### src/sv/assert_macros.svh
// ----------------------------------------------------------------------------
// assertion macros
// concurrent checks sampled on clk, switched off while rst is high
// ----------------------------------------------------------------------------
`ifndef ASSERT_MACROS_SVH
`define ASSERT_MACROS_SVH

// same-cycle implication
`define ASSERT_IMP(label, ante, cons, msg) \
  label: assert property (@(posedge clk) disable iff (rst) (ante) |-> (cons)) \
    else $error(msg);

// next-cycle implication
`define ASSERT_NXT(label, ante, cons, msg) \
  label: assert property (@(posedge clk) disable iff (rst) (ante) |=> (cons)) \
    else $error(msg);

`endif

### src/sv/jslu_pkg.sv
// ----------------------------------------------------------------------------
// jslu_pkg
// types, character codes and decode helpers for the string literal unescaper
// ----------------------------------------------------------------------------
package jslu_pkg;

  // kind of result carried with each output item
  typedef enum logic [1:0] {
    KIND_NONE  = 2'd0,
    KIND_BYTE  = 2'd1,
    KIND_CLOSE = 2'd2,
    KIND_ERROR = 2'd3
  } kind_t;

  // character codes
  localparam logic [7:0] CH_QUOTE  = 8'h22;
  localparam logic [7:0] CH_BSLASH = 8'h5C;
  localparam logic [7:0] CH_SLASH  = 8'h2F;
  localparam logic [7:0] CH_N      = 8'h6E;
  localparam logic [7:0] CH_T      = 8'h74;
  localparam logic [7:0] CH_R      = 8'h72;
  localparam logic [7:0] CH_B      = 8'h62;
  localparam logic [7:0] CH_F      = 8'h66;
  localparam logic [7:0] CH_U      = 8'h75;

  // control bytes produced by escapes
  localparam logic [7:0] BYTE_LF = 8'h0A;
  localparam logic [7:0] BYTE_HT = 8'h09;
  localparam logic [7:0] BYTE_CR = 8'h0D;
  localparam logic [7:0] BYTE_BS = 8'h08;
  localparam logic [7:0] BYTE_FF = 8'h0C;

  typedef struct packed {
    logic       ok;
    logic [3:0] val;
  } hex_dig_t;

  typedef struct packed {
    logic       ok;
    logic [7:0] val;
  } esc_map_t;

  // hex digit decode, either case
  function automatic hex_dig_t hex_digit(input logic [7:0] c);
    hex_dig_t r;
    r = '{ok: 1'b0, val: 4'd0};
    if (c inside {[8'h30:8'h39]}) begin
      r.ok  = 1'b1;
      r.val = 4'(c - 8'h30);
    end else if (c inside {[8'h61:8'h66]}) begin
      r.ok  = 1'b1;
      r.val = 4'(c - 8'h57);
    end else if (c inside {[8'h41:8'h46]}) begin
      r.ok  = 1'b1;
      r.val = 4'(c - 8'h37);
    end
    return r;
  endfunction

  // single-letter escape map
  function automatic esc_map_t escape_map(input logic [7:0] c);
    esc_map_t r;
    r = '{ok: 1'b1, val: c};
    case (c)
      CH_QUOTE, CH_BSLASH, CH_SLASH: r.val = c;
      CH_N:    r.val = BYTE_LF;
      CH_T:    r.val = BYTE_HT;
      CH_R:    r.val = BYTE_CR;
      CH_B:    r.val = BYTE_BS;
      CH_F:    r.val = BYTE_FF;
      default: r = '{ok: 1'b0, val: 8'd0};
    endcase
    return r;
  endfunction

endpackage

### src/sv/json_string_literal_unescape.sv
// an accepted item passes through the input register, then the result register
// throughput: one item per cycle while result_stall is low; the scan state updates as an item
// moves to the result register, so consecutive bytes see each other's state without a bubble
// reset: synchronous active-high rst empties both registers, sets the scanner to
// wait for an opening quote and clears the hex accumulator
// ----------------------------------------------------------------------------
// json_string_literal_unescape
// decodes a double-quoted string literal one byte per item, with escapes
// ----------------------------------------------------------------------------
`include "assert_macros.svh"

module json_string_literal_unescape (
  input  logic                clk,
  input  logic                rst,
  input  logic                text_valid,
  output logic                text_stall,
  input  logic [7:0]          text_byte,
  input  logic                text_end,
  output logic                result_valid,
  input  logic                result_stall,
  output logic [7:0]          decoded_byte,
  output jslu_pkg::kind_t     result_kind
);
  import jslu_pkg::*;

  typedef enum logic [2:0] {
    PH_IDLE = 3'd0,
    PH_BODY = 3'd1,
    PH_ESC  = 3'd2,
    PH_HEX1 = 3'd3,
    PH_HEX2 = 3'd4,
    PH_HEX3 = 3'd5,
    PH_HEX4 = 3'd6
  } phase_t;

  // input register
  logic       s1_valid;
  logic [7:0] s1_byte;
  logic       s1_end;

  // scan state
  phase_t     phase, phase_next;
  logic [7:0] hex_acc, hex_acc_next;

  // decode outputs
  kind_t      kind_next;
  logic [7:0] byte_next;
  logic       advance;
  hex_dig_t   dig;
  esc_map_t   esc;

  // terms for the checks
  logic       lit_done;
  logic       hex_start;
  logic       out_not_byte;

  // move the held item into the result register when it is free or draining
  assign advance    = s1_valid && (!result_valid || !result_stall);
  assign text_stall = s1_valid && !advance;

  assign dig = hex_digit(s1_byte);
  assign esc = escape_map(s1_byte);

  // per-byte decode
  always_comb begin
    kind_next    = KIND_NONE;
    byte_next    = 8'd0;
    phase_next   = phase;
    hex_acc_next = hex_acc;
    case (phase)
      PH_IDLE: begin
        if (s1_byte == CH_QUOTE) phase_next = PH_BODY;
        else kind_next = KIND_ERROR;
      end
      PH_BODY: begin
        if (s1_byte == CH_QUOTE) begin
          kind_next  = KIND_CLOSE;
          phase_next = PH_IDLE;
        end else if (s1_byte == CH_BSLASH) begin
          phase_next = PH_ESC;
        end else begin
          kind_next = KIND_BYTE;
          byte_next = s1_byte;
        end
      end
      PH_ESC: begin
        if (esc.ok) begin
          kind_next  = KIND_BYTE;
          byte_next  = esc.val;
          phase_next = PH_BODY;
        end else if (s1_byte == CH_U) begin
          hex_acc_next = 8'd0;
          phase_next   = PH_HEX1;
        end else begin
          kind_next = KIND_ERROR;
        end
      end
      PH_HEX1, PH_HEX2, PH_HEX3: begin
        if (!dig.ok) begin
          kind_next = KIND_ERROR;
        end else begin
          hex_acc_next = {hex_acc[3:0], dig.val};
          phase_next   = phase_t'(phase + 3'd1);
        end
      end
      PH_HEX4: begin
        if (!dig.ok) begin
          kind_next = KIND_ERROR;
        end else begin
          hex_acc_next = {hex_acc[3:0], dig.val};
          kind_next    = KIND_BYTE;
          byte_next    = {hex_acc[3:0], dig.val};
          phase_next   = PH_BODY;
        end
      end
      default: kind_next = KIND_ERROR;
    endcase

    // text ended before the literal closed
    if (s1_end && kind_next != KIND_CLOSE && kind_next != KIND_ERROR) begin
      kind_next = KIND_ERROR;
    end
    if (kind_next == KIND_ERROR || kind_next == KIND_CLOSE) begin
      phase_next   = PH_IDLE;
      hex_acc_next = 8'd0;
    end
    if (kind_next != KIND_BYTE) byte_next = 8'd0;
  end

  // input register, scan state and result register
  always_ff @(posedge clk) begin
    if (rst) begin
      s1_valid     <= 1'b0;
      result_valid <= 1'b0;
      phase        <= PH_IDLE;
      hex_acc      <= 8'd0;
    end else begin
      if (!text_stall) begin
        s1_valid <= text_valid;
      end
      if (advance) begin
        result_valid <= 1'b1;
        phase        <= phase_next;
        hex_acc      <= hex_acc_next;
      end else if (!result_stall) begin
        result_valid <= 1'b0;
      end
    end
  end

  // payload registers
  always_ff @(posedge clk) begin
    if (!text_stall && text_valid) begin
      s1_byte <= text_byte;
      s1_end  <= text_end;
    end
    if (advance) begin
      decoded_byte <= byte_next;
      result_kind  <= kind_next;
    end
  end

  // check terms
  assign lit_done     = advance && (kind_next == KIND_ERROR || kind_next == KIND_CLOSE);
  assign hex_start    = advance && phase == PH_ESC && s1_byte == CH_U && !s1_end;
  assign out_not_byte = result_valid && result_kind != KIND_BYTE;

  // checks
  `ASSERT_NXT(a_end_to_idle, lit_done, phase == PH_IDLE, "scanner not idle after close or error")
  `ASSERT_IMP(a_byte_zero, out_not_byte, decoded_byte == 8'd0, "stray decoded byte")
  `ASSERT_IMP(a_stall_full, text_stall, s1_valid && result_valid && result_stall, "needless stall")
  `ASSERT_NXT(a_hex_clear, hex_start, hex_acc == 8'd0 && phase == PH_HEX1, "dirty unicode start")

endmodule
### config.mk
export PLATFORM = sky130hd
export DESIGN_NAME = json_string_literal_unescape
export DESIGN_NICKNAME = d
export VERILOG_FILES = /design/src/sv/jslu_pkg.sv /design/src/sv/json_string_literal_unescape.sv
export VERILOG_INCLUDE_DIRS = /design/src /design/src/sv
export SDC_FILE = /design/constraint.sdc
export NUM_CORES = 1
export LEC_CHECK = 0
export BUFFER_PORTS_ARGS = -buffer_cell sky130_fd_sc_hd__buf_2
export CAP_MARGIN = 25
export CORE_MARGIN = 1
export CORE_UTILIZATION = 35
export CTS_CLUSTER_SIZE = 20
export DETAILED_ROUTE_END_ITERATION = 6
export PLACE_DENSITY = 0.54
export SLEW_MARGIN = 20
export SYNTH_ARGS = -nofsm -noshare
export SYNTH_HDL_FRONTEND = slang
export SYNTH_SLANG_ARGS = --single-unit
### constraint.sdc
create_clock -name clk -period 3.6 [get_ports clk]
set_clock_uncertainty 0.2 [all_clocks]
set_input_delay 0.54 -clock clk [delete_from_list [all_inputs] [get_ports clk]]
set_output_delay 0.54 -clock clk [all_outputs]
set_load 0.02 [all_outputs]
==> run metrics, run 1 <==
Area Overhead vs Synth 13.4%; Final nets 232; most common cell in the netlist edfxtp_1; FF-to-FF setup slack 0.48 ns; Syn Area/Cell 10.2 um^2; Placed Instances 274; later-pin clock latency in the skew report 0.28 ns; Slew Viols, Final 0; die height 75.1 um; share of cells above drive strength 1 0.231; final WL 4080 um; async set-reset flop share out of synthesis 0; CTS Buf Count 3; number of synthesized flops with an enable pin 19; Final ANT Viol Nets 0; Setup CP Type reg -> reg; Tot GR Track Use 0.157; H-tree levels 1; post-layout utilization of the core 0.413; # rows 26; clk slew on worst S/H paths 0.10 ns; Placed Instance Area 2050 um^2; vias per cell 5.33; setup TNS 0 ns; fill count 551; PD cells 304 nW/um^2; grt ovf 0; share of the synthesized area in the top cell type 0.305; post-CTS sizing 0; Seq/Total Area, Yosys 0.401; Worst Path Required 3.52 ns; Die Wd 75.1 um; unrepaired setup endpoints after global routing no; VDD IR max 0.000265 V; CTS Root Cell clkbuf_8; Syn Nets 207; via count of the first global-routing pass 1413; Boundary Pins 25; maximum clock frequency 321 MHz; Final Non-Filler Cells 278; first-pass GRT wire length 6710 um; Max Root-Sink Buffers 2; Pleak 0.000793 uW; hpwl dp 3160 um; Max-cap violations 0; fin crit period 3.12 ns; hold depth 1; endpoint class of the critical path flip-flop; Max FO, Critical Path 9; Die ar. 5640 um^2; 1st-iter DRT viols 84; Netlist cell types 60; setup violators final 0; Final Instance Area 2120 um^2; Arr. time, crit path 3.04 ns; CP Launch Type flip-flop; mapped cell area 1870 um^2; initial antenna violation count 0; core area 5140 um^2; CTS tree built; status complete, no violations; Final Hold Viols 0; TritonCTS Sinks 28; synth cell count leaders edfxtp_1 (19), nand2_1 (15), nor3_1 (14); post-CTS setup buffers 0; Hold Crit Class in -> reg; area leader, netlist edfxtp_1; worst hold slack 0.229 ns; count of hold-fix buffers inserted at cts 0; DR WL/cell 14.7 um; global placement routability congestion 0.847; Vias 1482; Main synth FF type edfxtp_1; Initial Utilization 0.364; Ys Warns 0; Tcrit/Tclk final 0.866; reg2reg path depth 8; Slew HR 0.536; Yosys reg bits 28; Gate Count Post-Synth 184; synth top area cells edfxtp_1 (31%), dfxtp_1 (9.6%), ha_1 (6.7%); Worst Max-Slew Pin Slew 0.695 ns; largest net degree at the start of global routing 17; IO buf count 24; # diodes 0; TritonRoute pass-1 iters 4; drt drc 0
-- layer usage --
layer,vias to the layer above,routed length (um),GRT usage,part of all wire
li1,754,-,-,-
met1,686,2030,0.208,0.50
met2,38,1840,0.263,0.45
met4,0,40,0.0377,0.0098
met3,4,169,0.0321,0.041
met5,-,0,0,0
-- critical path, stage by stage, from the launching register on --
cell	delay, ns
edfxtp_1	0.51
inv_1	0.21
ha_1	0.23
nor3b_1	0.58
nand2_1	0.14
mux2i_1	0.23
a2111oi_4	0.44
nand2_2	0.19
nor3_1	0.23
-- cells by family after synthesis --
group / Yosys count / share of synthesized area
buffers and inverters: 17 / 0.0408
and+or+nand+nor: 70 / 0.232
AOI/OAI and AO/OA: 56 / 0.242
adders and majority gates: 10 / 0.0669
DFF: 28 / 0.401
muxes: 3 / 0.0167
-- flip-flops by register name (all words and copies together) (netlist names) --
signal,count
decoded_byte,8
hex_acc,4
phase,3
result_kind,2
result_valid,1
s1_byte,8
s1_end,1
s1_valid,1
-- final timing paths --
path,end,from
setup / recovery,decoded_byte[1],s1_byte[0]
hold / removal,s1_byte[6],text_byte[6]
setup reg to reg,decoded_byte[1],s1_byte[0]
hold reg to reg,result_valid,s1_valid
-- final cells by class --
cell class	count	area, um^2	share of cell area
Sequential cell	28	751	0.354
Inverter	12	45.0	0.0212
Timing Repair Buffer	25	128	0.0602
Multi-Input combinational cell	139	1040	0.492
Tap cell	70	87.6	0.0413
Clock buffer	4	66.3	0.0313
-- layout by cell type, fill, tap and decap left out, types with 5 or more instances in the layout --
cell type	n
a21oi_1	7
a22o_1	6
a22oi_1	5
buf_2	24
dfxtp_1	9
edfxtp_1	19
ha_1	10
inv_1	12
nand2_1	15
nand3_1	6
nor2_1	7
nor3_1	14
o21ai_0	5
-- report_power, final --
| part | switching, uW | internal [uW] | total [uW] |
|---|---|---|---|
| clock network | 103 | 121 | 225 |
| logic | 31.4 | 21.0 | 52.5 |
| registers | 14.0 | 353 | 367 |
-- metrics by stage --
stage	power [uW]	setup slack [ns]
final	645	0.483
after global routing	669	0.238
after CTS	650	0.532
after detailed placement	427	0.573
after global placement	427	0.648
after floorplan	408	0.967
(Power assumes the default switching activity.)
==> run 2, diff against run 1 <==
Settings changed: ABC_AREA from default to 1.
==> run 2 against run 1 <==
Wire length is 7.2% higher. Non-clock buffer count is the same. Design area increased by 4.4%. Cell count grew 27%. Largest power group unchanged. Register-to-register slack better by 0.68 ns. Fmax rose by 28%.
==> run metrics, run 2 <==
status complete, no violations (unchanged); Clock Power Share 0.256 (was 0.349); Area Overhead vs Synth 13.5% (was 13.4%); share of cells above drive strength 1 0.197 (was 0.231); clk slew on worst S/H paths 0.10 ns (about the same); later-pin clock latency in the skew report 0.28 ns (about the same); first-pass GRT wire length 7520 um (was 6710 um); Worst Max-Slew Pin Slew 0.395 ns (was 0.695 ns); CP Launch Type flip-flop (unchanged); TritonCTS Sinks 28 (unchanged); setup violators final 0 (unchanged); unrepaired setup endpoints after global routing no (unchanged); via count of the first global-routing pass 1584 (was 1413); PD cells 347 nW/um^2 (was 304 nW/um^2); initial antenna violation count 0 (unchanged); Crit path max-delay family simple AND/OR/NAND/NOR gates (unchanged); most used cell, CP nand2_1; combinational share of power 0.247 (was 0.081); worst setup margin 1.16 ns (was 0.483 ns); number of synthesized flops with an enable pin 19 (unchanged); Final Hold Viols 0 (unchanged); Tot GR Track Use 0.161 (was 0.157); core area 5240 um^2 (was 5140 um^2); Slew HR 0.736 (was 0.536); dpl ws 1.19 ns (was 0.573 ns); Final nets 308 (was 232); maximum clock frequency 410 MHz (was 321 MHz); Placed Instance Area 2150 um^2 (was 2050 um^2); Yosys reg bits 28 (unchanged); total power 768 uW (was 645 uW); Syn Area/Cell 7.59 um^2 (was 10.2 um^2); synth top area cells edfxtp_1 (29%), nand2_1 (12%), dfxtp_1 (9.2%) (was edfxtp_1 (31%), dfxtp_1 (9.6%), ha_1 (6.7%)); post-CTS sizing 0 (unchanged); # rows 26 (unchanged); Netlist cell types 28 (was 60); synth cell count leaders nand2_1 (61), nor2_1 (37), inv_1 (25), nand3_1 (25), a21oi_1 (23) (was edfxtp_1 (19), nand2_1 (15), nor3_1 (14)); commonest non-fill, non-tap cells in the layout nand2_1 (61), nor2_1 (37), inv_1 (25), nand3_1 (25), buf_2 (24) (was buf_2 (24), edfxtp_1 (19), nand2_1 (15)); Die Wd 76.7 um (was 75.1 um); Main synth FF type edfxtp_1 (unchanged); CTS tree built (unchanged); async set-reset flop share out of synthesis 0 (unchanged); IO buf count 24 (unchanged); Max FO, Critical Path 8 (was 9); grt ovf 0 (unchanged); setup TNS 0 ns (unchanged); most common cell after layout, fill and taps aside nand2_1 (was buf_2); TritonRoute pass-1 iters 4 (unchanged); Max Root-Sink Buffers 2 (unchanged); Arr. time, crit path 2.38 ns (was 3.04 ns); VDD IR max 0.000210 V (was 0.000265 V); switching share of power 0.314 (was 0.231); worst-path cell chain inv_1, ha_1, inv_1, nand2_1, nand2_1, nand2_1, nand2_2, nand2_4, nor2_4, nor2_8, nand2_4, nor2_8, nand2_2, a21oi_1 (was inv_1, ha_1, nor3b_1, nand2_1, mux2i_1, a2111oi_4, nand2_2, nor3_1); area leader, netlist edfxtp_1 (unchanged); CTS Buf Count 3 (unchanged); final WL 4380 um (was 4080 um); Tcrit/Tclk final 0.678 (was 0.866); drt drc 0 (unchanged); Gate Count Post-Synth 257 (was 184); DR WL/cell 12.4 um (was 14.7 um); Int Power 527 uW (was 496 uW); register share of total power 0.497 (was 0.570); Vias 1713 (was 1482); Max-cap violations 0 (unchanged); H-tree levels 1 (unchanged); Initial Utilization 0.373 (was 0.364); highest-delay cell along the critical path edfxtp_1 (was nor3b_1); count of hold-fix buffers inserted at cts 0 (unchanged); most common cell in the netlist nand2_1 (was edfxtp_1); largest net degree at the start of global routing 22 (was 17); endpoint class of the critical path flip-flop (unchanged); share of the synthesized area in the top cell type 0.292 (was 0.305); Final Instance Area 2210 um^2 (was 2120 um^2); hpwl dp 3500 um (was 3160 um); Setup CP Type reg -> reg (unchanged); die height 76.7 um (was 75.1 um); CTS Root Cell clkbuf_8 (unchanged); 1st-iter DRT viols 87 (was 84); Hold Crit Class in -> reg (unchanged); Ys Warns 0 (unchanged); worst hold slack 0.235 ns (was 0.229 ns); global placement routability congestion 0.908 (was 0.847); Seq/Total Area, Yosys 0.385 (was 0.401); Largest regs decoded_byte (8), s1_byte (8), hex_acc (4) (unchanged); Die ar. 5880 um^2 (was 5640 um^2); worst path buffer plus inverter count 2 (was 1); Worst Path Required 3.54 ns (was 3.52 ns); mapped cell area 1950 um^2 (was 1870 um^2); Worst path max stage delay 0.50 ns (was 0.58 ns); Syn Nets 280 (was 207); vias per cell 4.84 (was 5.33); Final ANT Viol Nets 0 (unchanged); post-CTS setup buffers 0 (unchanged); # diodes 0 (unchanged); P_sw 241 uW (was 149 uW); fin crit period 2.44 ns (was 3.12 ns); Boundary Pins 25 (unchanged); Slew Viols, Final 0 (unchanged); Pleak 0.000978 uW (was 0.000793 uW)
## run 2: changes by cell type in the layout (fill, tap and decap cells not counted), sizes merged, moves of 4 or more
cell and delta:
a31oi -4, inv +17, nand2 +54, a21oi +15, nor2 +39, a22oi -4, nand3 +21, o21a -4
a22o -7, nor3 -14, nand4 +6
## run 2: path summary, 6_finish.rpt
| kind | startpoint | end | slack, ns | cells after the start |
|---|---|---|---|---|
| worst max-delay path | s1_byte[1] | decoded_byte[0] | 1.16 | 14 |
| worst min-delay path | text_byte[2] | s1_byte[2] | 0.23 | 1 |
| worst max register to register | s1_byte[1] | decoded_byte[0] | 1.16 | 14 |
| worst min register to register | s1_valid | result_valid | 0.31 | 2 |
## run 2: cell families after synthesis
logic type	share of synthesized area
simple gates	0.394
compound gates	0.0942
buf+inv	0.0635
flops	0.385
fa+ha+maj	0.0641
## run 2: per-layer routing
metal / global-route usage / vias to the layer above / part of all wire
met5: 0 / - / 0
met4: 0.0346 / 0 / 0.0057
met3: 0.0286 / 2 / 0.057
met2: 0.255 / 62 / 0.46
met1: 0.227 / 749 / 0.48
li1: - / 900 / -
## run 2: cell type report
type	instances	area [um^2]
Fill cell	562	3020
Inverter	29	109
Multi-Input combinational cell	198	1080
Clock buffer	4	55.1
Timing Repair Buffer	25	131
Tap cell	70	87.6
Sequential cell	28	751
## run 2: power by group through the flow
stage,sequential [uW],clock (uW),combinational [uW]
final,382,197,189
after global routing,385,221,211
after CTS,382,206,187
after detailed placement,390,0,187
after global placement,390,0,188
after floorplan,392,0,139
## run 2: through the flow
stage	std cells	util
2_1_floorplan	257	-
3_3_place_gp	349	0.410
3_5_place_dp	349	0.410
4_1_cts	353	0.421
5_1_grt	354	0.423
6_report	354	0.423
==> run 3, diff against run 2 <==
Settings changed: PLACE_DENSITY 0.54 to 0.56.
Clock period 3.6 ns to 2.15 ns, I/O delays scaled along.
==> run 3 against run 2 <==
The flow now finishes with violations (negative setup slack). Clock-buffer cell count did not move. Clock power rose by 60%. Non-clock buffer count rose by 34. Fmax rose by 12%. Sequential power rose by 66%. Via count rose by 6.8%. Design area rose by 16%. Worst hold slack got worse by 0.21 ns. First-iteration DRC count rose by 4.6%. Setup slack got worse by 1.2 ns. Core utilization rose by 6.9 points. Critical path depth fell by 2.
==> run metrics, run 3 (same netlist as run 2, synthesis figures left out) <==
Max FO, Critical Path 5 (was 8); Largest regs decoded_byte (8), s1_byte (8), hex_acc (4) (unchanged); Tcrit/Tclk final 1.02 (was 0.678); DR WL/cell 11.8 um (was 12.4 um); worst hold slack 0.0257 ns (was 0.235 ns); Final Instance Area 2580 um^2 (was 2210 um^2); Die ar. 5880 um^2 (unchanged); Final Hold Viols 0 (unchanged); total power 1360 uW (was 768 uW); H-tree levels 1 (unchanged); most used cell, CP nand2_1 (unchanged); Hold Crit Class in -> reg (unchanged); Placed Instance Area 2370 um^2 (was 2150 um^2); global placement routability congestion 0.836 (was 0.908); largest net degree at the start of global routing 16 (was 22); Final ANT Viol Nets 0 (unchanged); initial antenna violation count 0 (unchanged); Boundary Pins 25 (unchanged); hpwl dp 3670 um (was 3500 um); wire length on met3 153 um (was 248 um); Initial Utilization 0.373 (unchanged); Slew HR 0.723 (was 0.736); VDD IR max 0.000391 V (was 0.000210 V); IO buf count 24 (unchanged); unrepaired setup endpoints after global routing yes (was no); count of hold-fix buffers inserted at cts 0 (unchanged); Crit path max-delay family simple AND/OR/NAND/NOR gates (unchanged); TritonRoute pass-1 iters 4 (unchanged); CTS Root Cell clkbuf_8 (unchanged); Die Wd 76.7 um (unchanged); PD cells 527 nW/um^2 (was 347 nW/um^2); commonest non-fill, non-tap cells in the layout nand2_1 (55), buf_4 (35), nor2_1 (33) (was nand2_1 (61), nor2_1 (37), inv_1 (25), nand3_1 (25), buf_2 (24)); clk slew on worst S/H paths 0.09 ns (was 0.10 ns); later-pin clock latency in the skew report 0.27 ns (was 0.28 ns); Worst Path Required 2.09 ns (was 3.54 ns); CP Launch Type flip-flop (unchanged); Vias 1830 (was 1713); 1st-iter DRT viols 91 (was 87); met2 WL 2130 um (was 2010 um); Max Root-Sink Buffers 2 (unchanged); DRT met1 WL 2240 um (was 2100 um); grt ovf 0 (unchanged); CTS tree built (unchanged); worst path buffer plus inverter count 1 (was 2); TritonCTS Sinks 28 (unchanged); setup violators final 5 (was 0); maximum clock frequency 458 MHz (was 410 MHz); status finished, violations left (was complete, no violations); dpl ws -0.0910 ns (was 1.19 ns); violated checks negative setup slack; worst setup margin -0.0337 ns (was 1.16 ns); Pleak 0.00116 uW (was 0.000978 uW); # diodes 0 (unchanged); Worst path max stage delay 0.48 ns (was 0.50 ns); core area 5240 um^2 (unchanged); via count of the first global-routing pass 1723 (was 1584); Final nets 342 (was 308); endpoint class of the critical path flip-flop (unchanged); worst-path cell chain inv_2, ha_1, nand2_1, nor2_1, nand2_1, and3_1, or2_1, nand2_1, nand2_1, o21ai_0, nor2_1, nor2_1 (was inv_1, ha_1, inv_1, nand2_1, nand2_1, nand2_1, nand2_2, nand2_4, nor2_4, nor2_8, nand2_4, nor2_8, nand2_2, a21oi_1); vias per cell 4.72 (was 4.84); Area Overhead vs Synth 32.0% (was 13.5%); first-pass GRT wire length 7780 um (was 7520 um); most common cell after layout, fill and taps aside nand2_1 (unchanged); highest-delay cell along the critical path edfxtp_1 (unchanged); drt drc 0 (unchanged); Arr. time, crit path 2.12 ns (was 2.38 ns); # rows 26 (unchanged); fin crit period 2.18 ns (was 2.44 ns); Max-cap violations 0 (unchanged); Top Metal Used met4 (unchanged); Tot GR Track Use 0.164 (was 0.161); Setup CP Type reg -> reg (unchanged); Worst Max-Slew Pin Slew 0.416 ns (was 0.395 ns); die height 76.7 um (unchanged); share of cells above drive strength 1 0.365 (was 0.197); CTS Buf Count 3 (unchanged); fill count 510 (was 562); Slew Viols, Final 0 (unchanged); final WL 4560 um (was 4380 um)
## run 3: final timing paths
| check | startpoint | to | slack (ns) | depth (start not counted) |
|---|---|---|---|---|
| max | s1_byte[1] | decoded_byte[2] | -0.03 | 12 |
| min reg2reg | hex_acc[2] | hex_acc[2] | 0.29 | 2 |
| max reg2reg | s1_byte[1] | decoded_byte[2] | -0.03 | 12 |
| min | text_byte[4] | s1_byte[4] | 0.03 | 1 |
## run 3: per-layer routing
| layer | vias to the layer above | GRT usage |
|---|---|---|
| li1 | 971 | - |
| met1 | 815 | 0.214 |
| met2 | 40 | 0.283 |
| met3 | 4 | 0.0262 |
| met4 | 0 | 0.0365 |
| met5 | - | 0 |
## run 3: final cells by class
cell class / instances / area [um^2] / area share
multi-input combinational: 198 / 1190 / 0.462
sequential: 28 / 752 / 0.292
tap: 70 / 87.6 / 0.0340
inverter: 29 / 109 / 0.0423
timing repair buffer: 59 / 383 / 0.149
clock buffer: 4 / 55.1 / 0.0214
## run 3: power breakdown
group	internal [uW]	total, uW	leakage, uW	switching [uW]
sequential	611	635	0.000252	24.0
combinational	163	406	0.000882	243
clock	164	316	0.0000288	152
total	938	1360	0.00116	419
## run 3: timing repair
item / in CTS / in global routing
setup endpoints to repair: 14 / 17
setup buffers: 5 / 1
pin swaps: 7 / 5
gates resized for setup: 13 / 18
## run 3: stage by stage
stage                     setup TNS [ns]  std cells  utilization
after floorplan                        0        257            -
after global placement            -0.510        378        0.452
after detailed placement          -0.776        378        0.452
after CTS                       -0.00500        387        0.477
after global routing               -2.51        388        0.492
final                            -0.0719        388        0.492
